`config.mk`:
```
export PLATFORM = sky130hd
export DESIGN_NAME = ttt_ctrl
export DESIGN_NICKNAME = d
export VERILOG_FILES = /design/src/hw/rtl/ttt_pkg.sv /design/src/hw/rtl/ttt_ctrl.sv
export SDC_FILE = /design/constraint.sdc
export NUM_CORES = 1
export LEC_CHECK = 0
export BUFFER_PORTS_ARGS = -buffer_cell sky130_fd_sc_hd__buf_4
export CAP_MARGIN = 20
export CORE_AREA = 2 2 204 206
export CTS_CLUSTER_SIZE = 25
export DETAILED_ROUTE_END_ITERATION = 10
export DIE_AREA = 0 0 206 208
export HOLD_SLACK_MARGIN = 0.02
export PLACE_DENSITY_LB_ADDON = 0.12
export REMOVE_ABC_BUFFERS = 1
export SYNTH_ARGS = -nofsm -noshare
export SYNTH_HDL_FRONTEND = slang
export SYNTH_SLANG_ARGS = --single-unit
```
`constraint.sdc`:
```
create_clock -name clk -period 9.87 [get_ports clk]
set_input_delay 1.4805 -clock clk [delete_from_list [all_inputs] [get_ports clk]]
set_output_delay 1.4805 -clock clk [all_outputs]
set_load 0.02 [all_outputs]
```
`src/hw/rtl/ttt_pkg.sv`:
```
`default_nettype none

package ttt_pkg;

    // field widths
    localparam int KIND_W   = 2;
    localparam int TAG_W    = 16;
    localparam int DELAY_W  = 32;
    localparam int PER_W    = 32;
    localparam int TIME_W   = 48;
    localparam int STATUS_W = 2;
    localparam int OP_W     = 3;

    localparam int SLOTS_DEFAULT = 16;

    // command kinds
    localparam logic [KIND_W-1:0] KIND_START  = 2'd0;
    localparam logic [KIND_W-1:0] KIND_CANCEL = 2'd1;
    localparam logic [KIND_W-1:0] KIND_TICK   = 2'd2;
    localparam logic [KIND_W-1:0] KIND_POLL   = 2'd3;

    // result status codes
    localparam logic [STATUS_W-1:0] ST_OK        = 2'd0;
    localparam logic [STATUS_W-1:0] ST_NOT_FOUND = 2'd1;
    localparam logic [STATUS_W-1:0] ST_FULL      = 2'd2;
    localparam logic [STATUS_W-1:0] ST_NONE_DUE  = 2'd3;

    // operations carried by the action wave
    localparam logic [OP_W-1:0] OP_NOP    = 3'd0;
    localparam logic [OP_W-1:0] OP_START  = 3'd1;
    localparam logic [OP_W-1:0] OP_CANCEL = 3'd2;
    localparam logic [OP_W-1:0] OP_SELECT = 3'd3;
    localparam logic [OP_W-1:0] OP_FIRE   = 3'd4;

    localparam logic [TIME_W-1:0] ONE_TICK  = 48'd1;
    localparam logic [TIME_W-1:0] TIME_MAX  = {TIME_W{1'b1}};
    localparam logic [TIME_W-1:0] TIME_ZERO = '0;

    // action wave: rippled through the cell row, one cell a cycle
    typedef struct packed {
        logic              valid;
        logic [OP_W-1:0]   op;
        logic              found;
        logic              best_ok;
        logic [TIME_W-1:0] best_dl;
        logic [TAG_W-1:0]  fired_tag;
    } act_t;

    // summary wave: launched the cycle after the last action wave and follows it down the row
    typedef struct packed {
        logic              valid;
        logic              pending;
        logic              due;
        logic [TIME_W-1:0] best;
    } sum_t;

    // values broadcast to every cell while an item is in work
    typedef struct packed {
        logic [TIME_W-1:0]  now;
        logic [TAG_W-1:0]   tag;
        logic [DELAY_W-1:0] delay;
        logic [PER_W-1:0]   period;
    } bcast_t;

endpackage

`default_nettype wire

```
`src/hw/rtl/ttt_ctrl.sv`:
```
`default_nettype none

// sequencer: takes a command, launches the waves, builds the response
module ttt_ctrl (
    input  wire logic                              clk,
    input  wire logic                              rst_n,
    input  wire logic                              cmd_valid,
    output logic                                   cmd_ready,
    input  wire logic [ttt_pkg::KIND_W-1:0]        kind,
    input  wire logic [ttt_pkg::TAG_W-1:0]         tag,
    input  wire logic [ttt_pkg::DELAY_W-1:0]       delay,
    input  wire logic [ttt_pkg::PER_W-1:0]         period,
    output logic                                   rsp_valid,
    input  wire logic                              rsp_ready,
    output logic [ttt_pkg::STATUS_W-1:0]           status,
    output logic [ttt_pkg::TAG_W-1:0]              fired_tag,
    output logic                                   has_pending,
    output logic [ttt_pkg::TIME_W-1:0]             wait_ticks,
    output ttt_pkg::bcast_t                        bc,
    output ttt_pkg::act_t                          act_launch,
    output ttt_pkg::sum_t                          sum_launch,
    input  wire ttt_pkg::act_t                     act_end,
    input  wire ttt_pkg::sum_t                     sum_end
);

    localparam logic [2:0] S_IDLE   = 3'd0;
    localparam logic [2:0] S_LAUNCH = 3'd1;
    localparam logic [2:0] S_SELECT = 3'd2;
    localparam logic [2:0] S_SUMGO  = 3'd3;
    localparam logic [2:0] S_WAIT   = 3'd4;
    localparam logic [2:0] S_DONE   = 3'd5;

    logic [2:0]                      state_reg, state_next;
    logic [ttt_pkg::TIME_W-1:0]      time_reg, time_next;
    logic [ttt_pkg::KIND_W-1:0]      kind_reg, kind_next;
    logic [ttt_pkg::TAG_W-1:0]       tag_reg, tag_next;
    logic [ttt_pkg::DELAY_W-1:0]     delay_reg, delay_next;
    logic [ttt_pkg::PER_W-1:0]       period_reg, period_next;
    logic                            found_reg, found_next;
    logic [ttt_pkg::TAG_W-1:0]       fired_reg, fired_next;
    logic                            pend_reg, pend_next;
    logic                            due_reg, due_next;
    logic [ttt_pkg::TIME_W-1:0]      best_reg, best_next;
    logic                            rsp_valid_reg, rsp_valid_next;
    logic [ttt_pkg::STATUS_W-1:0]    status_reg, status_next;
    logic [ttt_pkg::TAG_W-1:0]       rsp_tag_reg, rsp_tag_next;
    logic                            rsp_pend_reg, rsp_pend_next;
    logic [ttt_pkg::TIME_W-1:0]      rsp_wait_reg, rsp_wait_next;

    logic                            cmd_xfer;
    logic                            out_free;
    logic [ttt_pkg::STATUS_W-1:0]    done_status;

    assign cmd_ready = (state_reg == S_IDLE);
    assign cmd_xfer  = cmd_valid && cmd_ready;
    assign out_free  = !rsp_valid_reg || rsp_ready;

    assign bc.now    = time_reg;
    assign bc.tag    = tag_reg;
    assign bc.delay  = delay_reg;
    assign bc.period = period_reg;

    always_comb
    begin
        case (kind_reg)
            ttt_pkg::KIND_START:  done_status = found_reg ? ttt_pkg::ST_OK : ttt_pkg::ST_FULL;
            ttt_pkg::KIND_CANCEL: done_status = found_reg ? ttt_pkg::ST_OK
                                                          : ttt_pkg::ST_NOT_FOUND;
            ttt_pkg::KIND_POLL:   done_status = found_reg ? ttt_pkg::ST_OK
                                                          : ttt_pkg::ST_NONE_DUE;
            default:              done_status = ttt_pkg::ST_OK;
        endcase
    end

    always_comb
    begin
        state_next     = state_reg;
        time_next      = time_reg;
        kind_next      = kind_reg;
        tag_next       = tag_reg;
        delay_next     = delay_reg;
        period_next    = period_reg;
        found_next     = found_reg;
        fired_next     = fired_reg;
        pend_next      = pend_reg;
        due_next       = due_reg;
        best_next      = best_reg;
        rsp_valid_next = rsp_valid_reg;
        status_next    = status_reg;
        rsp_tag_next   = rsp_tag_reg;
        rsp_pend_next  = rsp_pend_reg;
        rsp_wait_next  = rsp_wait_reg;

        act_launch = '0;
        sum_launch = '0;
        sum_launch.best = ttt_pkg::TIME_MAX;

        if (rsp_valid_reg && rsp_ready)
        begin
            rsp_valid_next = 1'b0;
        end

        // last action result seen at the end of the row
        if (act_end.valid)
        begin
            found_next = act_end.found;
            fired_next = act_end.fired_tag;
        end

        case (state_reg)
            S_IDLE:
            begin
                if (cmd_xfer)
                begin
                    kind_next   = kind;
                    tag_next    = tag;
                    delay_next  = delay;
                    period_next = period;
                    if (kind == ttt_pkg::KIND_TICK)
                    begin
                        time_next = time_reg + ttt_pkg::ONE_TICK;
                    end
                    state_next = S_LAUNCH;
                end
            end
            S_LAUNCH:
            begin
                act_launch.valid = 1'b1;
                case (kind_reg)
                    ttt_pkg::KIND_START:  act_launch.op = ttt_pkg::OP_START;
                    ttt_pkg::KIND_CANCEL: act_launch.op = ttt_pkg::OP_CANCEL;
                    ttt_pkg::KIND_POLL:   act_launch.op = ttt_pkg::OP_SELECT;
                    default:              act_launch.op = ttt_pkg::OP_NOP;
                endcase
                state_next = (kind_reg == ttt_pkg::KIND_POLL) ? S_SELECT : S_SUMGO;
            end
            S_SELECT:
            begin
                if (act_end.valid)
                begin
                    act_launch.valid   = 1'b1;
                    act_launch.op      = ttt_pkg::OP_FIRE;
                    act_launch.best_ok = act_end.best_ok;
                    act_launch.best_dl = act_end.best_dl;
                    state_next         = S_SUMGO;
                end
            end
            S_SUMGO:
            begin
                sum_launch.valid = 1'b1;
                state_next       = S_WAIT;
            end
            S_WAIT:
            begin
                if (sum_end.valid)
                begin
                    pend_next  = sum_end.pending;
                    due_next   = sum_end.due;
                    best_next  = sum_end.best;
                    state_next = S_DONE;
                end
            end
            S_DONE:
            begin
                if (out_free)
                begin
                    rsp_valid_next = 1'b1;
                    status_next    = done_status;
                    rsp_tag_next   = fired_reg;
                    rsp_pend_next  = pend_reg;
                    rsp_wait_next  = (pend_reg && !due_reg) ? best_reg : ttt_pkg::TIME_ZERO;
                    state_next     = S_IDLE;
                end
            end
            default:
            begin
                state_next = S_IDLE;
            end
        endcase
    end

    always_ff @(posedge clk or negedge rst_n)
    begin
        if (!rst_n)
        begin
            state_reg     <= S_IDLE;
            time_reg      <= '0;
            rsp_valid_reg <= 1'b0;
        end
        else
        begin
            state_reg     <= state_next;
            time_reg      <= time_next;
            rsp_valid_reg <= rsp_valid_next;
        end
    end

    always_ff @(posedge clk)
    begin
        kind_reg     <= kind_next;
        tag_reg      <= tag_next;
        delay_reg    <= delay_next;
        period_reg   <= period_next;
        found_reg    <= found_next;
        fired_reg    <= fired_next;
        pend_reg     <= pend_next;
        due_reg      <= due_next;
        best_reg     <= best_next;
        status_reg   <= status_next;
        rsp_tag_reg  <= rsp_tag_next;
        rsp_pend_reg <= rsp_pend_next;
        rsp_wait_reg <= rsp_wait_next;
    end

    assign rsp_valid   = rsp_valid_reg;
    assign status      = status_reg;
    assign fired_tag   = rsp_tag_reg;
    assign has_pending = rsp_pend_reg;
    assign wait_ticks  = rsp_wait_reg;

endmodule

`default_nettype wire

```
======== Yosys cells after proc, flatten, opt, wreduce, memory -nomap -nowiden ========
Index checks and enable logic that the tools add are counted.
storage, ports and cells
  flip-flop bits (word level) ............. 268
  word-level logic and storage cells ...... 61
operators by class
  $add $sub $neg .......................... 1
  eq/ne operators ......................... 12
  muxes and demuxes ....................... 19
  reductions and logical operators ........ 13
operators by type and width
  kind                     count
  $mux W49                 2
  $add A48 B1 Y48 const B  1
  $pmux W3 S6              1
  $mux W3                  4
  $pmux W2 S3              2
  $pmux W4 S2              1
  $eq A3 B2 Y1 const B     2
  $eq A3 B3 Y1 const B     2
  $mux W1                  6
  $ne A2 B2 Y1 const B     3
  $reduce_and A2 Y1        3
  $eq A2 B2 Y1 const B     2
  $mux W2                  2
  $mux W4                  1
  $reduce_and A4 Y1        1
  $eq A3 B1 Y1 const B     1
  $logic_and A1 B1 Y1      3
  $logic_not A3 Y1         1
  $reduce_and A3 Y1        1
  $eq A2 B1 Y1 const B     1
  $logic_not A1 Y1         2
  $logic_not A2 Y1         1
  $ne A2 B1 Y1 const B     1
  $logic_or A1 B1 Y1       1

======== Longest topological paths before layout ========
  depth in word-level cells ............... 4
  mapped depth ............................ 7
  gate-level depth less buffers ........... 5

======== Worst setup path after synthesis ========
Ideal clock, no wire load.
  path type ............................... input to register
  start ................................... in rsp_ready
  end ..................................... reg rsp_tag_reg, in the netlist fired_tag[0], enable pin
  setup time .............................. 0.588 ns
  data arrival time ....................... 6.519 ns
  required time ........................... 9.282 ns
  setup slack ............................. 2.762 ns
  stages on the path ...................... 2
  buffers on the path ..................... 0
  cell sequence ........................... nand2b_1 nor3b_1
on the way
  longest elaborated chain between the ends .. 2
ends and longest elaborated chain
  element                             RTL line         source
  start: declaration                  ttt_ctrl.sv:14   input wire logic rsp_ready,
  $logic_or A1 B1 Y1                  ttt_ctrl.sv:56   assign out_free = !rsp_valid_reg || rsp_ready;
  $reduce_and A2 Y1 (no source line)  -
  end signal: assignment              ttt_ctrl.sv:210  rsp_tag_reg <= rsp_tag_next;
  end: declaration                    ttt_ctrl.sv:46   logic [ttt_pkg::TAG_W-1:0] rsp_tag_reg, rsp_tag_next;
Every way passes these cells.
A chain may end at the register's enable or synchronous reset.

==> metrics.log <==
INFO  metric synth_cell_type_count = 37
INFO  metric yosys.cell_count.top_type = sky130_fd_sc_hd__edfxtp_1
INFO  metric avgSynthCellArea = 15.9 um2
INFO  metric synth_flop_cell = sky130_fd_sc_hd__edfxtp_1
INFO  metric post_dp_cell_area = 14100 um2
INFO  metric crit_chain = buf_4, nand3b_1, nor2_2, buf_4, and2_1, buf_4
INFO  metric numPortBuffers = ~450
INFO  metric cts_tree = built
INFO  metric cts_htree_levels = 1
INFO  metric cells_resized_by_post_cts_repair = 0
INFO  metric worst_path_max_delay_cell = sky130_fd_sc_hd__nor2_2
INFO  metric regToRegSetupSlack = roughly 7.3 ns
INFO  metric outcome = complete, no violations
INFO  metric cp_slowest_stage_delay = about 0.39 ns
INFO  metric pin_count = between 500 and 600
INFO  metric design_power_total = between 3 and 4 mW
INFO  metric cts_hold_buf = 0
INFO  metric grt_start_max_net_pins = 70
INFO  metric met2_wirelength = around 14 mm
INFO  metric worst_slew_pin_slew = approximately 0.99 ns
INFO  metric drive_above_1_share = 0.455
INFO  metric maxCapViolations = 0
INFO  metric synth_top_cell_area_share = 0.629
INFO  metric met1Wirelength = 12.4 mm
INFO  metric clkSlewWorstSetupHoldPaths = ~0.06 ns
INFO  metric critical_path.endpoint_type = output pin
INFO  metric skew = between 0.01 and 0.015 ns
INFO  metric cts_num_sinks = 268
INFO  metric initial_utilization = 0.254
INFO  metric cp_data_arrival_time = about 3.1 ns
INFO  metric dr_total_vias = 6628
INFO  metric grt_antenna_before_repair = 8
INFO  metric met3_wirelength = about 3.9 mm
INFO  metric drtPass1Iterations = 4
INFO  metric highest_layer_used_for_signal_routing = met5
INFO  metric clk_root_buffer_cell = sky130_fd_sc_hd__clkbuf_16
INFO  metric final_max_slew_viol_count = 0
INFO  metric finish.instance_area = approximately 15000 um2
INFO  metric final_worst_path_period_share = 0.462
INFO  metric irDropWorstVdd = approximately 0.11 mV
INFO  metric pwr_density_cell = 210 nW/um2
INFO  metric synth.area.top_cells = sky130_fd_sc_hd__edfxtp_1 (63%), sky130_fd_sc_hd__dfrtp_1 (13%), sky130_fd_sc_hd__and2_1 (6.0%), sky130_fd_sc_hd__buf_4 (4.9%), sky130_fd_sc_hd__xor2_1 (2.1%)
INFO  metric residual_drc = 0
INFO  metric setup-violations-final = 0
INFO  metric timing.final.hold_violations = 0
INFO  metric core_area = approximately 41000 um2
INFO  metric tns = 0 ns
INFO  metric ys_warn_count = 0
INFO  metric power.leakage = approximately 6.5 nW
INFO  metric netlist_area = approximately 10000 um2
INFO  metric postSynthCellCount = between 600 and 700
INFO  metric synth_commonest_cells = sky130_fd_sc_hd__edfxtp_1 (216), sky130_fd_sc_hd__and2_1 (99), sky130_fd_sc_hd__buf_4 (67)
INFO  metric synth_sequential_area_ratio = 0.755
INFO  metric timing.critical_path.fanout_max = 38
INFO  metric final_core_util = 0.371
INFO  metric grt.total_usage = 0.138
INFO  metric detailedRoute.firstIterationViolations = 291
INFO  metric cp_common_cell = sky130_fd_sc_hd__buf_4
INFO  metric cell_type_with_the_highest_aggregate_area_in_the_netlist = sky130_fd_sc_hd__edfxtp_1
INFO  metric critPathRequiredTime = ~8.4 ns
INFO  metric worst_hold_path_type = reg -> reg
INFO  metric area_growth = 45.9%
INFO  metric fp-row-count = between 70 and 80
INFO  metric cts_buffers = 31
INFO  metric floorplan.die.height = roughly 210 um
INFO  metric grt_pass1_vias = 6459
INFO  metric max_clock_freq = 219 MHz
INFO  metric drt.antenna.violating_nets = 0
INFO  metric design.die.area = ~43000 um2
INFO  metric wire_length_after_detailed_routing = approximately 31 mm
INFO  metric fin_crit = between 4 and 5 ns
INFO  metric n_fill_cell = between 4k and 5k
INFO  metric total_area_of_multi_input_combinational_cells = 2160 um2
INFO  metric regArea = between 7000 and 8000 um2
INFO  metric tightest_slew_margin_relative_to_the_limit = 0.343
INFO  metric wl_per_cell = ~18 um
INFO  metric nNetsFinal = 1337
INFO  metric synth-async-reset-ratio = 0.194
INFO  metric synth_seq_cells = roughly 270
INFO  metric die_width = 206 um
INFO  metric place_congestion = between 0.8 and 0.9
INFO  metric wire_length_of_the_first_global_routing_pass = 44.1 mm
INFO  metric clock_latency = ~0.56 ns
INFO  metric critPathLaunchType = primary input
INFO  metric cts_buffer_depth = 3
INFO  metric post-cts-setup-buffers = 0
INFO  metric grt_remaining_overflow = 0
INFO  metric detailed_place_hpwl = 23.4 mm
INFO  metric routed_via_count_divided_by_cell_count = between 3 and 4
INFO  metric synth_enable_flop_cells = 216
INFO  metric timing.setup.critical_path_class = in -> out
INFO  metric unrepaired_setup_endpoints_after_global_routing = no
-- metal layers --
layer	vias up	global-route usage
met4	10	0.0313
met1	3160	0.172
met3	47	0.0699
met2	311	0.214
li1	3100	-
met5	-	0
-- where the power goes --
| group | internal, mW | leakage, nW | switching, mW |
|---|---|---|---|
| clock network | 0.621 | 0.455 | 0.442 |
| logic | 0.244 | 3.35 | 0.404 |
| registers | 1.39 | 2.68 | 0.0508 |
-- path summary, 6_finish.rpt --
kind                                     from        endpoint  cells past startpoint
worst max register to register   state_reg[2]   delay_reg[17]                      3
worst max-delay path              act_end[69]  act_launch[19]                      6
worst min-delay path            fired_reg[14]   fired_tag[14]                      0
max in group asynchronous               rst_n    state_reg[2]                      1
worst min register to register  fired_reg[14]   fired_tag[14]                      0
min in group asynchronous               rst_n    time_reg[23]                      1
-- kinds of logic after synthesis --
logic type      count (synthesis)  synth area share
flops                         268             0.755
simple gates                  224             0.133
buf+inv                        94            0.0601
xor+xnor                       47            0.0399
compound gates                  9           0.00461
fa+ha+maj                       5           0.00607
other cells                     2          0.000728
-- critical path: cells and delay by family --
family	cells	cell delay [ns]
and+or+nand+nor	3	0.78
buffers and inverters	3	0.80
-- layout by cell type (no fill, tap or decap), types with 3 or more instances in the layout --
cell / synthesis / routed
sky130_fd_sc_hd__ha_1: 5 / 5
sky130_fd_sc_hd__nor2_1: 23 / 22
sky130_fd_sc_hd__inv_1: 13 / 12
sky130_fd_sc_hd__xor2_1: 25 / 25
sky130_fd_sc_hd__xnor2_1: 22 / 22
sky130_fd_sc_hd__clkbuf_16: 0 / 31
sky130_fd_sc_hd__o21ai_0: 5 / 5
sky130_fd_sc_hd__nand3_1: 11 / 11
sky130_fd_sc_hd__nand2b_1: 5 / 5
sky130_fd_sc_hd__nand4_1: 11 / 11
sky130_fd_sc_hd__nor3_1: 10 / 10
sky130_fd_sc_hd__clkinv_2: 0 / 7
sky130_fd_sc_hd__nor4_4: 3 / 3
sky130_fd_sc_hd__a21oi_1: 3 / 3
sky130_fd_sc_hd__buf_4: 67 / 459
sky130_fd_sc_hd__edfxtp_1: 216 / 216
sky130_fd_sc_hd__nor4_1: 8 / 8
sky130_fd_sc_hd__conb_1: 2 / 67
sky130_fd_sc_hd__dfrtp_1: 52 / 52
sky130_fd_sc_hd__nor3_2: 6 / 6
sky130_fd_sc_hd__clkinv_1: 0 / 8
sky130_fd_sc_hd__clkbuf_1: 12 / 7
sky130_fd_sc_hd__nand2_1: 29 / 29
sky130_fd_sc_hd__and2_1: 99 / 99
-- metrics by stage --
step,cells,hold slack (ns),worst slack [ns]
after floorplan,633,0.400,2.76
after global placement,1624,0.401,5.27
after detailed placement,1624,0.405,5.23
after CTS,1679,0.418,5.23
after global routing,1680,0.424,5.02
final,1681,0.415,5.31
-- cell type report --
type,instances,area share
Inverter,13,0.00333
Timing Repair Buffer,459,0.229
Clock inverter,17,0.00848
Antenna cell,2,0.000333
Clock buffer,38,0.0533
Multi-Input combinational cell,352,0.144
Tap cell,532,0.0442
Sequential cell,268,0.518
Power figures use the tool's default switching activity.
