**config.mk**
```make
export PLATFORM = sky130hd
export DESIGN_NAME = ttt_cell
export DESIGN_NICKNAME = d
export VERILOG_FILES = /design/src/hw/rtl/ttt_pkg.sv /design/src/hw/rtl/ttt_cell.sv
export SDC_FILE = /design/constraint.sdc
export NUM_CORES = 1
export LEC_CHECK = 0
export ABC_AREA = 1
export BUFFER_PORTS_ARGS = -buffer_cell sky130_fd_sc_hd__buf_2
export CAP_MARGIN = 25
export CORE_MARGIN = 2
export CORE_UTILIZATION = 30
export DETAILED_ROUTE_END_ITERATION = 10
export SYNTH_ARGS = -nofsm -noshare
export SYNTH_HDL_FRONTEND = slang
export SYNTH_SLANG_ARGS = --single-unit
export TNS_END_PERCENT = 5
```
**constraint.sdc**
```tcl
create_clock -name clk -period 4.7 [get_ports clk]
set_input_delay 0.47 -clock clk [delete_from_list [all_inputs] [get_ports clk]]
set_output_delay 0.47 -clock clk [all_outputs]
set_load 0.02 [all_outputs]
```
**src/hw/rtl/ttt_pkg.sv**
```systemverilog
`default_nettype none

package ttt_pkg;

    // field widths
    localparam int KIND_W   = 2;
    localparam int TAG_W    = 16;
    localparam int DELAY_W  = 32;
    localparam int PER_W    = 32;
    localparam int TIME_W   = 48;
    localparam int STATUS_W = 2;
    localparam int OP_W     = 3;

    localparam int SLOTS_DEFAULT = 16;

    // command kinds
    localparam logic [KIND_W-1:0] KIND_START  = 2'd0;
    localparam logic [KIND_W-1:0] KIND_CANCEL = 2'd1;
    localparam logic [KIND_W-1:0] KIND_TICK   = 2'd2;
    localparam logic [KIND_W-1:0] KIND_POLL   = 2'd3;

    // result status codes
    localparam logic [STATUS_W-1:0] ST_OK        = 2'd0;
    localparam logic [STATUS_W-1:0] ST_NOT_FOUND = 2'd1;
    localparam logic [STATUS_W-1:0] ST_FULL      = 2'd2;
    localparam logic [STATUS_W-1:0] ST_NONE_DUE  = 2'd3;

    // operations carried by the action wave
    localparam logic [OP_W-1:0] OP_NOP    = 3'd0;
    localparam logic [OP_W-1:0] OP_START  = 3'd1;
    localparam logic [OP_W-1:0] OP_CANCEL = 3'd2;
    localparam logic [OP_W-1:0] OP_SELECT = 3'd3;
    localparam logic [OP_W-1:0] OP_FIRE   = 3'd4;

    localparam logic [TIME_W-1:0] ONE_TICK  = 48'd1;
    localparam logic [TIME_W-1:0] TIME_MAX  = {TIME_W{1'b1}};
    localparam logic [TIME_W-1:0] TIME_ZERO = '0;

    // action wave: rippled through the cell row, one cell a cycle
    typedef struct packed {
        logic              valid;
        logic [OP_W-1:0]   op;
        logic              found;
        logic              best_ok;
        logic [TIME_W-1:0] best_dl;
        logic [TAG_W-1:0]  fired_tag;
    } act_t;

    // summary wave: launched the cycle after the last action wave and follows it down the row
    typedef struct packed {
        logic              valid;
        logic              pending;
        logic              due;
        logic [TIME_W-1:0] best;
    } sum_t;

    // values broadcast to every cell while an item is in work
    typedef struct packed {
        logic [TIME_W-1:0]  now;
        logic [TAG_W-1:0]   tag;
        logic [DELAY_W-1:0] delay;
        logic [PER_W-1:0]   period;
    } bcast_t;

endpackage

`default_nettype wire

```
**src/hw/rtl/ttt_cell.sv**
```systemverilog
`default_nettype none

// one timer slot; acts on the waves passing through and forwards them
module ttt_cell (
    input  wire logic            clk,
    input  wire logic            rst_n,
    input  wire ttt_pkg::bcast_t bc,
    input  wire ttt_pkg::act_t   act_in,
    input  wire ttt_pkg::sum_t   sum_in,
    output ttt_pkg::act_t        act_out,
    output ttt_pkg::sum_t        sum_out
);

    logic                          used_reg, used_next;
    logic                          active_reg, active_next;
    logic                          periodic_reg, periodic_next;
    logic [ttt_pkg::TAG_W-1:0]     tag_reg, tag_next;
    logic [ttt_pkg::TIME_W-1:0]    dl_reg, dl_next;
    logic [ttt_pkg::PER_W-1:0]     per_reg, per_next;
    ttt_pkg::act_t                 act_reg, act_next;
    ttt_pkg::sum_t                 sum_reg, sum_next;

    logic [ttt_pkg::TIME_W-1:0]    arm_dl;
    logic [ttt_pkg::TIME_W-1:0]    reload_dl;
    logic [ttt_pkg::TIME_W-1:0]    diff;
    logic                          expired;
    logic                          due;
    logic                          tag_hit;

    assign arm_dl    = bc.now + {{(ttt_pkg::TIME_W-ttt_pkg::DELAY_W){1'b0}}, bc.delay};
    assign reload_dl = bc.now + {{(ttt_pkg::TIME_W-ttt_pkg::PER_W){1'b0}}, per_reg};
    assign diff      = dl_reg - bc.now;
    assign expired   = dl_reg <= bc.now;
    assign due       = active_reg && expired;
    assign tag_hit   = used_reg && (tag_reg == bc.tag);

    always_comb
    begin
        act_next      = act_in;
        sum_next      = sum_in;
        used_next     = used_reg;
        active_next   = active_reg;
        periodic_next = periodic_reg;
        tag_next      = tag_reg;
        dl_next       = dl_reg;
        per_next      = per_reg;

        if (act_in.valid)
        begin
            case (act_in.op)
                ttt_pkg::OP_START:
                begin
                    // first matching slot, or the first free one
                    if (!act_in.found && (tag_hit || !used_reg))
                    begin
                        act_next.found = 1'b1;
                        used_next      = 1'b1;
                        tag_next       = bc.tag;
                        dl_next        = arm_dl;
                        per_next       = bc.period;
                        active_next    = 1'b1;
                        periodic_next  = (bc.period != '0);
                    end
                end
                ttt_pkg::OP_CANCEL:
                begin
                    if (!act_in.found && tag_hit)
                    begin
                        act_next.found = 1'b1;
                        active_next    = 1'b0;
                    end
                end
                ttt_pkg::OP_SELECT:
                begin
                    if (due && (!act_in.best_ok || (dl_reg < act_in.best_dl)))
                    begin
                        act_next.best_ok = 1'b1;
                        act_next.best_dl = dl_reg;
                    end
                end
                ttt_pkg::OP_FIRE:
                begin
                    // lowest index holding the earliest due deadline
                    if (!act_in.found && act_in.best_ok && due && (dl_reg == act_in.best_dl))
                    begin
                        act_next.found     = 1'b1;
                        act_next.fired_tag = tag_reg;
                        if (periodic_reg && (per_reg != '0))
                        begin
                            dl_next = reload_dl;
                        end
                        else
                        begin
                            active_next = 1'b0;
                        end
                    end
                end
                default:
                begin
                end
            endcase
        end

        if (sum_in.valid && active_reg)
        begin
            sum_next.pending = 1'b1;
            if (expired)
            begin
                sum_next.due = 1'b1;
            end
            else if (diff < sum_in.best)
            begin
                sum_next.best = diff;
            end
        end
    end

    always_ff @(posedge clk or negedge rst_n)
    begin
        if (!rst_n)
        begin
            used_reg     <= 1'b0;
            active_reg   <= 1'b0;
            periodic_reg <= 1'b0;
            act_reg      <= '0;
            sum_reg      <= '0;
        end
        else
        begin
            used_reg     <= used_next;
            active_reg   <= active_next;
            periodic_reg <= periodic_next;
            act_reg      <= act_next;
            sum_reg      <= sum_next;
        end
    end

    always_ff @(posedge clk)
    begin
        tag_reg <= tag_next;
        dl_reg  <= dl_next;
        per_reg <= per_next;
    end

    assign act_out = act_reg;
    assign sum_out = sum_reg;

endmodule

`default_nettype wire

```
Word-level counts from Yosys, hierarchy flattened
Index checks and enable logic that the tools add are counted.
- memories kept: 0
- bits in latches: 0
- bits of input ports: 251
- memory bits (read-only): 0
- bits in writable memories: 0
- register bits after elaboration: 220
- reductions and logical operators: 22
- shift-type cells: 0
- $lt $le $gt $ge: 3
- equal/unequal tests: 11
- mux-type cells: 22
- add/sub/neg operators: 3
- $mul: 0
- div/mod/pow operators: 0
- bitwise gates (word level): 0
- operators by type and width (operator ; number):
    $mux W48 ; 5
    $mux W49 ; 2
    $add A48 B32 Y48 ; 2
    $lt A48 B48 Y1 ; 2
    $pmux W48 S2 ; 1
    $mux W66 ; 1
    $reduce_bool A32 Y1 ; 2
    $mux W50 ; 1
    $eq A48 B48 Y1 ; 1
    $le A48 B48 Y1 ; 1
    $sub A48 B48 Y48 ; 1
    $mux W16 ; 2
    $eq A16 B16 Y1 ; 1
    $logic_and A1 B1 Y1 ; 10
    $ne A2 B2 Y1 const B ; 5
    $mux W1 ; 8
    $eq A3 B2 Y1 const B ; 2
    $pmux W1 S3 ; 2
    $reduce_and A6 Y1 ; 1
    $reduce_and A5 Y1 ; 1
    $eq A3 B1 Y1 const B ; 1
    $eq A3 B3 Y1 const B ; 1
    $logic_not A1 Y1 ; 3
    $reduce_and A3 Y1 ; 1
    3 further kinds ; 4

Logic depth before layout (Yosys ltp)
Gate-level depths: netlist of the first run.
- depth after elaboration: 7
- mapped depth: 27
- depth with buffers taken out: 25

Least setup slack after synthesis of the first run
Ideal clock, no wire load.
- kind: input -> register
- from: input port bc[80] (netlist name)
- to: register dl_reg[0] (netlist name), enable pin
- data arrival time: 4021 ps
- library setup time: 454 ps
- path buffers: 0
- slack: 225 ps
- stages: 16
- data required time: 4246 ps
- cells stage by stage: ha_1 inv_1 fa_1 nand2_1 nand2_1 nand3_1 nand2_1 nand2_1 nand2_2 nand2_1 nand3_1 nand2_2 nand3_1 nand2_1 nand3_1 nor2_1
- longest elaborated chain between the ends: 6
- RTL lines (element ; RTL line ; text):
    start: declaration ; ttt_cell.sv:7 ; input wire ttt_pkg::bcast_t bc,
    $le A48 B48 Y1 ; ttt_cell.sv:33 ; assign expired = dl_reg <= bc.now;
    $logic_and A1 B1 Y1 ; ttt_cell.sv:34 ; assign due = active_reg && expired;
    $logic_and A1 B1 Y1 (2 in series) ; ttt_cell.sv:84 ; if (!act_in.found && act_in.best_ok && due && (dl_reg == act_in.best_dl))
    $ne A2 B2 Y1 (no line) ; - ;
    $reduce_and A5 Y1 (no line) ; - ;
    end signal: assignment ; ttt_cell.sv:141 ; dl_reg <= dl_next;
    end: declaration ; ttt_cell.sv:18 ; logic [ttt_pkg::TIME_W-1:0] dl_reg, dl_next;
No other way between the ends.
A chain may end at the register's enable or synchronous reset.

==> flow_metrics.env, run 1 <==
export IMPL_grt_pass1_vias=16806
export IMPL_wl_per_cell_um=17.8
export IMPL_grt_ovfl_total=0
export IMPL_grtUsageMet1_pct=28.1
export IMPL_design_core_area_mm2=0.0575
export IMPL_routed_wl_mm=63.7
export IMPL_worst_pin_slew_ps=926
export IMPL_ys_flop_type="dfrtp_1"
export IMPL_final_common_cell="nand2_1"
export IMPL_syn_inst=2402
export IMPL_rows=88
export IMPL_final_core_utilization_pct=36.8
export IMPL_final_cell_mix="nand2_1 (605), inv_1 (424), buf_2 (370)"
export IMPL_final_seq_area_mm2=0.00599
export IMPL_cts_setup_buffers=0
export IMPL_rsz0062_at_grt="false"
export IMPL_viasPerCell=4.76
export IMPL_cts_buffers=27
export IMPL_top_usage_layer="met2"
export IMPL_setup_violations=0
export IMPL_io_pin_count=372
export IMPL_dp_slack_ps=-8.00
export IMPL_firstDrtPassIters=5
export IMPL_min_path_type="primary input to flip-flop"
export IMPL_clock_latency_ps=570
export IMPL_num_fill_cells=6256
export IMPL_die_area_mm2=0.0598
export IMPL_h_tree_depth=1
export IMPL_clock_path_buffers=3
export IMPL_syn_area_mm2=0.0174
export IMPL_met3_usage_pct=3.06
export IMPL_critPathBufInv=5
export IMPL_critPathTopFamily="simple AND/OR/NAND/NOR gates"
export IMPL_vias=17057
export IMPL_fin_area_mm2=0.0211
export IMPL_cap_violations=0
export IMPL_p_leak_nw=11.0
export IMPL_status="completed"
export IMPL_clock_skew_ps=20.2
export IMPL_avgSynthCellArea_um2=7.23
export IMPL_die_y_um=245
export IMPL_track_usage_pct=21.0
export IMPL_ant_nets=0
export IMPL_relSlewSlack_pct=37.7
export IMPL_worstPathRequired_ps=5190
export IMPL_timing_hold_ws_ps=56.1
export IMPL_syn_num_nets=2830
export IMPL_worstSetupStartpointType="flip-flop"
export IMPL_layout_min_cycle_time_ps=4370
export IMPL_antenna_found_initial=7
export IMPL_final_nets=3221
export IMPL_crit_path_frequent_cell="nand2_1"
export IMPL_synth_async_reset_ratio_pct=56.4
export IMPL_crit_type="flip-flop to flip-flop"
export IMPL_synth_top_area_share_pct=17.9
export IMPL_synth_seq_area_share_pct=34.5
export IMPL_clkSinkCount=220
export IMPL_largest_reg_flops=70
export IMPL_dp_hpwl_mm=54.2
export IMPL_cts_tree="yes"
export IMPL_io_buffers=371
export IMPL_layout_drive_gt1_share_pct=16.6
export IMPL_ys_types=44
export IMPL_slowest_delay_ps=480
export IMPL_slew_violations=0
export IMPL_final_setup_worst_slack_ps=334
export IMPL_power_density_mw_per_mm2=272
export IMPL_max_freq_ghz=0.229
export IMPL_initial_utilization_pct=30.2
export IMPL_grt_pass1_wl_mm=96.4
export IMPL_place_area_mm2=0.0202
export IMPL_synth_edf_count=96
export IMPL_gp_congestion=0.989
export IMPL_worst_path_max_delay_cell="fa_1"
export IMPL_vdd_ir_drop_worst_v=0.000258
export IMPL_yosys_warnings=0
export IMPL_cp_data_arrival_time_ps=4850
export IMPL_synth_top_area_cell="dfrtp_1"
export IMPL_grt_max_degree=51
export IMPL_drc=0
export IMPL_cts_root_buf="clkbuf_16"
export IMPL_min_period_over_period_pct=92.9
export IMPL_cp_max_fo=48
export IMPL_met2_usage_pct=35.6
export IMPL_syn_to_final_growth_pct=21.7
export IMPL_clk_pin_slew_worst_paths_ps=60
export IMPL_drt_iter0_drc=1148
export IMPL_die_x_um=245
export IMPL_hold_viol_final=0
export IMPL_end_kind="flip-flop"
export IMPL_multi_input_area_mm2=0.00958
export IMPL_netlist_top_cells_area="dfrtp_1 (18%), edfxtp_1 (17%), nand2_1 (13%), ha_1 (13%), inv_1 (9.2%)"
export IMPL_ys_ff_latch=220
-- worst paths after layout --
| check | cells after the start | to | start | slack, ps |
|---|---|---|---|---|
| worst min-delay path | 1 | sum_out[50] | sum_in[50] | 60 |
| min in group asynchronous | 2 | act_out[39] | rst_n | 350 |
| worst min register to register | 2 | periodic_reg | periodic_reg | 490 |
| worst max register to register | 25 | sum_out[33] | dl_reg[0] | 330 |
| max in group asynchronous | 3 | sum_out[45] | rst_n | 3360 |
| worst max-delay path | 25 | sum_out[33] | dl_reg[0] | 330 |
-- synthesized netlist by cell type (2+ instances only) --
cell type	count
nand4_1	44
o21bai_1	13
nand3_1	143
a31oi_1	10
buf_2	7
fa_1	2
a21o_1	15
or2_2	7
a31o_2	2
clkbuf_1	18
nor2_2	2
nand2_2	4
nor3_1	30
nor4_1	19
o21ai_1	48
nand2_1	605
nor2_1	191
a21boi_0	5
xnor2_1	23
buf_6	10
o31ai_1	2
ha_1	175
o21a_1	6
inv_1	424
xor2_1	61
a21oi_1	160
edfxtp_1	96
o21ai_0	134
inv_2	5
dfrtp_1	124
o211ai_1	2
nor3b_1	3
-- power breakdown --
group          switching [mW]  leakage [nW]  internal (mW)
sequential             0.0314          2.31           2.10
combinational           0.950          8.22          0.509
clock                   0.883         0.434           1.28
-- worst register-to-register path, stage by stage (launching register included) --
cell and delay [ps]:
edfxtp_1 350, inv_1 120, ha_1 170, inv_1 130, fa_1 480, nand2_1 90
nand2_1 70, and2_1 220, nand2_1 90, nand2_1 160, nand3_1 120, nand2_1 150
nand2_1 100, nand2_1 100, xor2_1 370, ha_1 320, nand2_1 80, inv_1 40
nand3_1 80, inv_1 50, a21oi_1 180, a21boi_2 90, nor3_4 210, buf_12 260
nand3_1 160, nand2_1 110
-- routing by layer --
metal,wire length (µm),vias up
met2,29700,536
met1,28300,7807
met5,57,-
li1,-,8616
met3,4020,88
met4,1640,10
-- area by class of cell --
type	instances	area share [%]
Clock buffer	37	3.56
Antenna cell	2	0.0237
Clock inverter	12	0.669
Timing Repair Buffer	398	9.96
Multi-Input combinational cell	1717	45.3
Tap cell	765	4.53
Inverter	429	7.62
Sequential cell	220	28.3
-- cells by family after synthesis --
group	share of synthesized area, %
fa+ha+maj	12.8
flops	34.5
simple gates	25.6
compound gates	12.3
xor+xnor	4.24
buf+inv	10.6
-- what timing repair did --
item | 4_1_cts | 5_1_grt
setup endpoints to repair | 0 | 48
resized for setup | 0 | 4
hold buffers | 1 | 0
endpoints found under the hold margin | 28 | 0
-- through the flow --
step,instances,power (mW),setup TNS [ps]
global route,3580,6.06,0
global placement,3528,3.61,0
finish,3580,5.75,0
floorplan,2402,3.03,0
CTS,3578,5.80,0
detailed placement,3528,3.61,-20.0
No activity file was read; power rests on OpenSTA's default activity.
==> run 2: changes to the inputs <==
- BUFFER_PORTS_ARGS: -buffer_cell sky130_fd_sc_hd__buf_2 -> unset
- DONT_BUFFER_PORTS: unset -> 1
==> run 2 against run 1 <==
Effect of this change: combinational power shrank 12%; clock skew is 7.3 ps higher; via count down 3.0%; worst setup slack got worse by 12 ps; power decreased by 0.56%; sequential share of layout area increased by 0.50 points; sequential cell count stayed put; critical path depth rose by 1; sequential power increased by 4%; cell count decreased by 6.3%; core utilization shrank 0.64 points; largest power group unchanged.
==> flow_metrics.env, run 2 (same netlist as run 1, synthesis figures left out) <==
export IMPL_status="completed"
export IMPL_clk_pin_slew_worst_paths_ps=60
export IMPL_worstSetupStartpointType="flip-flop"
export IMPL_layout_min_cycle_time_ps=4380
export IMPL_p_leak_nw=10.1
export IMPL_power_internal_mw=3.83
export IMPL_slew_violations=0
export IMPL_io_buffers=0
export IMPL_final_core_utilization_pct=36.1
export IMPL_dp_slack_ps=41.8
export IMPL_setup_violations=0
export IMPL_rsz0062_at_grt="false"
export IMPL_crit_start="dl_reg[0]"
export IMPL_track_usage_pct=21.7
export IMPL_min_period_over_period_pct=93.1
export IMPL_p_sw_mw=1.88
export IMPL_worstRegToRegCells=26
export IMPL_grt_ovfl_total=0
export IMPL_cts_root_buf="clkbuf_16"
export IMPL_holdPathStages=2
export IMPL_final_common_cell="nand2_1"
export IMPL_initial_utilization_pct=30.2
export IMPL_highest_layer="met4"
export IMPL_ant_nets=0
export IMPL_power_density_mw_per_mm2=275
export IMPL_relSlewSlack_pct=34.7
export IMPL_r2r_start="dl_reg[0]"
export IMPL_antenna_found_initial=1
export IMPL_clock_skew_ps=27.4
export IMPL_clkSinkCount=220
export IMPL_die_area_mm2=0.0598
export IMPL_cts_buffers=28
export IMPL_max_freq_ghz=0.228
export IMPL_min_path_type="primary input to flip-flop"
export IMPL_num_fill_cells=6103
export IMPL_io_pin_count=372
export IMPL_hold_start="act_in[49]"
export IMPL_min_to="act_out[49]"
export IMPL_grt_max_degree=125
export IMPL_clock_latency_ps=600
export IMPL_grt_pass1_vias=16282
export IMPL_regToRegEndpoint="sum_out[10]"
export IMPL_p_seq_share_pct=38.7
export IMPL_vias=16548
export IMPL_gp_congestion=0.985
export IMPL_cap_violations=0
export IMPL_vdd_ir_drop_worst_v=0.000264
export IMPL_die_x_um=245
export IMPL_place_area_mm2=0.0183
export IMPL_firstDrtPassIters=5
export IMPL_design_core_area_mm2=0.0575
export IMPL_grt_pass1_wl_mm=98.7
export IMPL_worst_pin_slew_ps=968
export IMPL_dr_wl_met3_mm=5.53
export IMPL_fin_area_mm2=0.0208
export IMPL_hold_viol_final=0
export IMPL_dp_hpwl_mm=53.3
export IMPL_end_kind="flip-flop"
export IMPL_routed_wl_mm=66.4
export IMPL_rows=88
export IMPL_viasPerCell=4.94
export IMPL_combPwrFrac_pct=22.4
export IMPL_largest_reg_flops=70
export IMPL_cp_max_fo=44
export IMPL_cp_data_arrival_time_ps=4890
export IMPL_h_tree_depth=1
export IMPL_cts_tree="yes"
export IMPL_final_nets=2993
export IMPL_fin_setup_tns_ps=0
export IMPL_swShare_pct=32.9
export IMPL_layout_drive_gt1_share_pct=3.56
export IMPL_syn_to_final_growth_pct=19.6
export IMPL_final_cell_mix="nand2_1 (604), inv_1 (424), nor2_1 (189)"
export IMPL_die_y_um=245
export IMPL_p_clk_share_pct=38.9
export IMPL_met2_length_mm=31.2
export IMPL_drt_iter0_drc=1341
export IMPL_r2r_setup_slack_ps=320
export IMPL_final_setup_worst_slack_ps=323
export IMPL_crit_type="flip-flop to flip-flop"
export IMPL_cts_setup_buffers=0
export IMPL_wl_per_cell_um=19.8
export IMPL_worstPathRequired_ps=5220
export IMPL_drc=0
export IMPL_wl_met1_mm=27.9
export IMPL_clock_path_buffers=3
==> run 2: cell count changes in the layout (fill, tap and decap cells not counted), sizes merged <==
cell	before	now
clkbuf	37	34
clkinv	7	11
diode	2	1
dlygate4sd3	1	152
inv	429	432
bufinv	3	2
buf	397	17
==> run 2: what timing repair did <==
| action | CTS | global route |
|---|---|---|
| endpoints found under the setup margin | 0 | 48 |
| hold endpoints to repair | 275 | 0 |
| resized for setup | 0 | 8 |
| hold buffers | 153 | 0 |
==> run 2: worst max-delay path by stage <==
stage               cells after the start     endpoint  slack [ps]
CTS                                    26   sum_out[2]          10
global placement                       23  sum_out[10]          50
global route                           26  sum_out[10]          40
floorplan                              16    dl_reg[0]         220
finish                                 26  sum_out[10]         320
detailed placement                     24   sum_out[2]          40
==> run 2: cell type report <==
| cell class | count | area (µm²) | area share, % |
|---|---|---|---|
| diodes | 1 | 2.50 | 0.0120 |
| clock buffers | 34 | 754 | 3.63 |
| clock inverters | 18 | 168 | 0.807 |
| inverters | 429 | 1610 | 7.75 |
| multi-input cells | 1717 | 9600 | 46.2 |
| flip-flops and latches | 220 | 5990 | 28.8 |
| well taps | 765 | 957 | 4.61 |
| repair buffers | 169 | 1690 | 8.16 |
==> run 2: stage by stage <==
stage               hold WS [ps]  power, mW  std cells
global placement             181       3.37       3147
floorplan                    174       3.03       2402
finish                      29.5       5.72       3353
detailed placement           181       3.38       3147
global route                12.8       5.99       3352
CTS                        0.230       5.76       3352
==> run 2: worst max-delay path, stage by stage, from the launching register on <==
cell and delay [ps]:
edfxtp_1 360, inv_1 120, ha_1 160, inv_1 120, fa_2 430, nand2_1 80, nand2_1 60, and2_1 220
nand2_1 90, nand2_1 170, nand3_1 130, nand2_1 150, nand3_1 190, nand3_1 90, nand2_1 80, nand2_1 90
ha_1 310, nand3_1 70, nor2_1 120, nand4_1 160, nor3_2 180, a21boi_2 240, nor3_4 70, nand2_2 170
buf_12 240, nand2_1 100, nand2_1 80
==> run 2: power groups by stage <==
stage	Clock (mW)	Sequential, mW	Combinational, mW
after floorplan	0	2.23	0.804
after global routing	2.33	2.22	1.44
after detailed placement	0	2.25	1.12
final	2.22	2.21	1.28
after CTS	2.28	2.21	1.27
after global placement	0	2.25	1.12
==> run 2: layer usage <==
layer / track usage, % / up-vias
met5: 0 / -
met4: 5.38 / 0
met3: 4.68 / 90
met2: 37.1 / 629
met1: 27.7 / 7650
li1: - / 8179
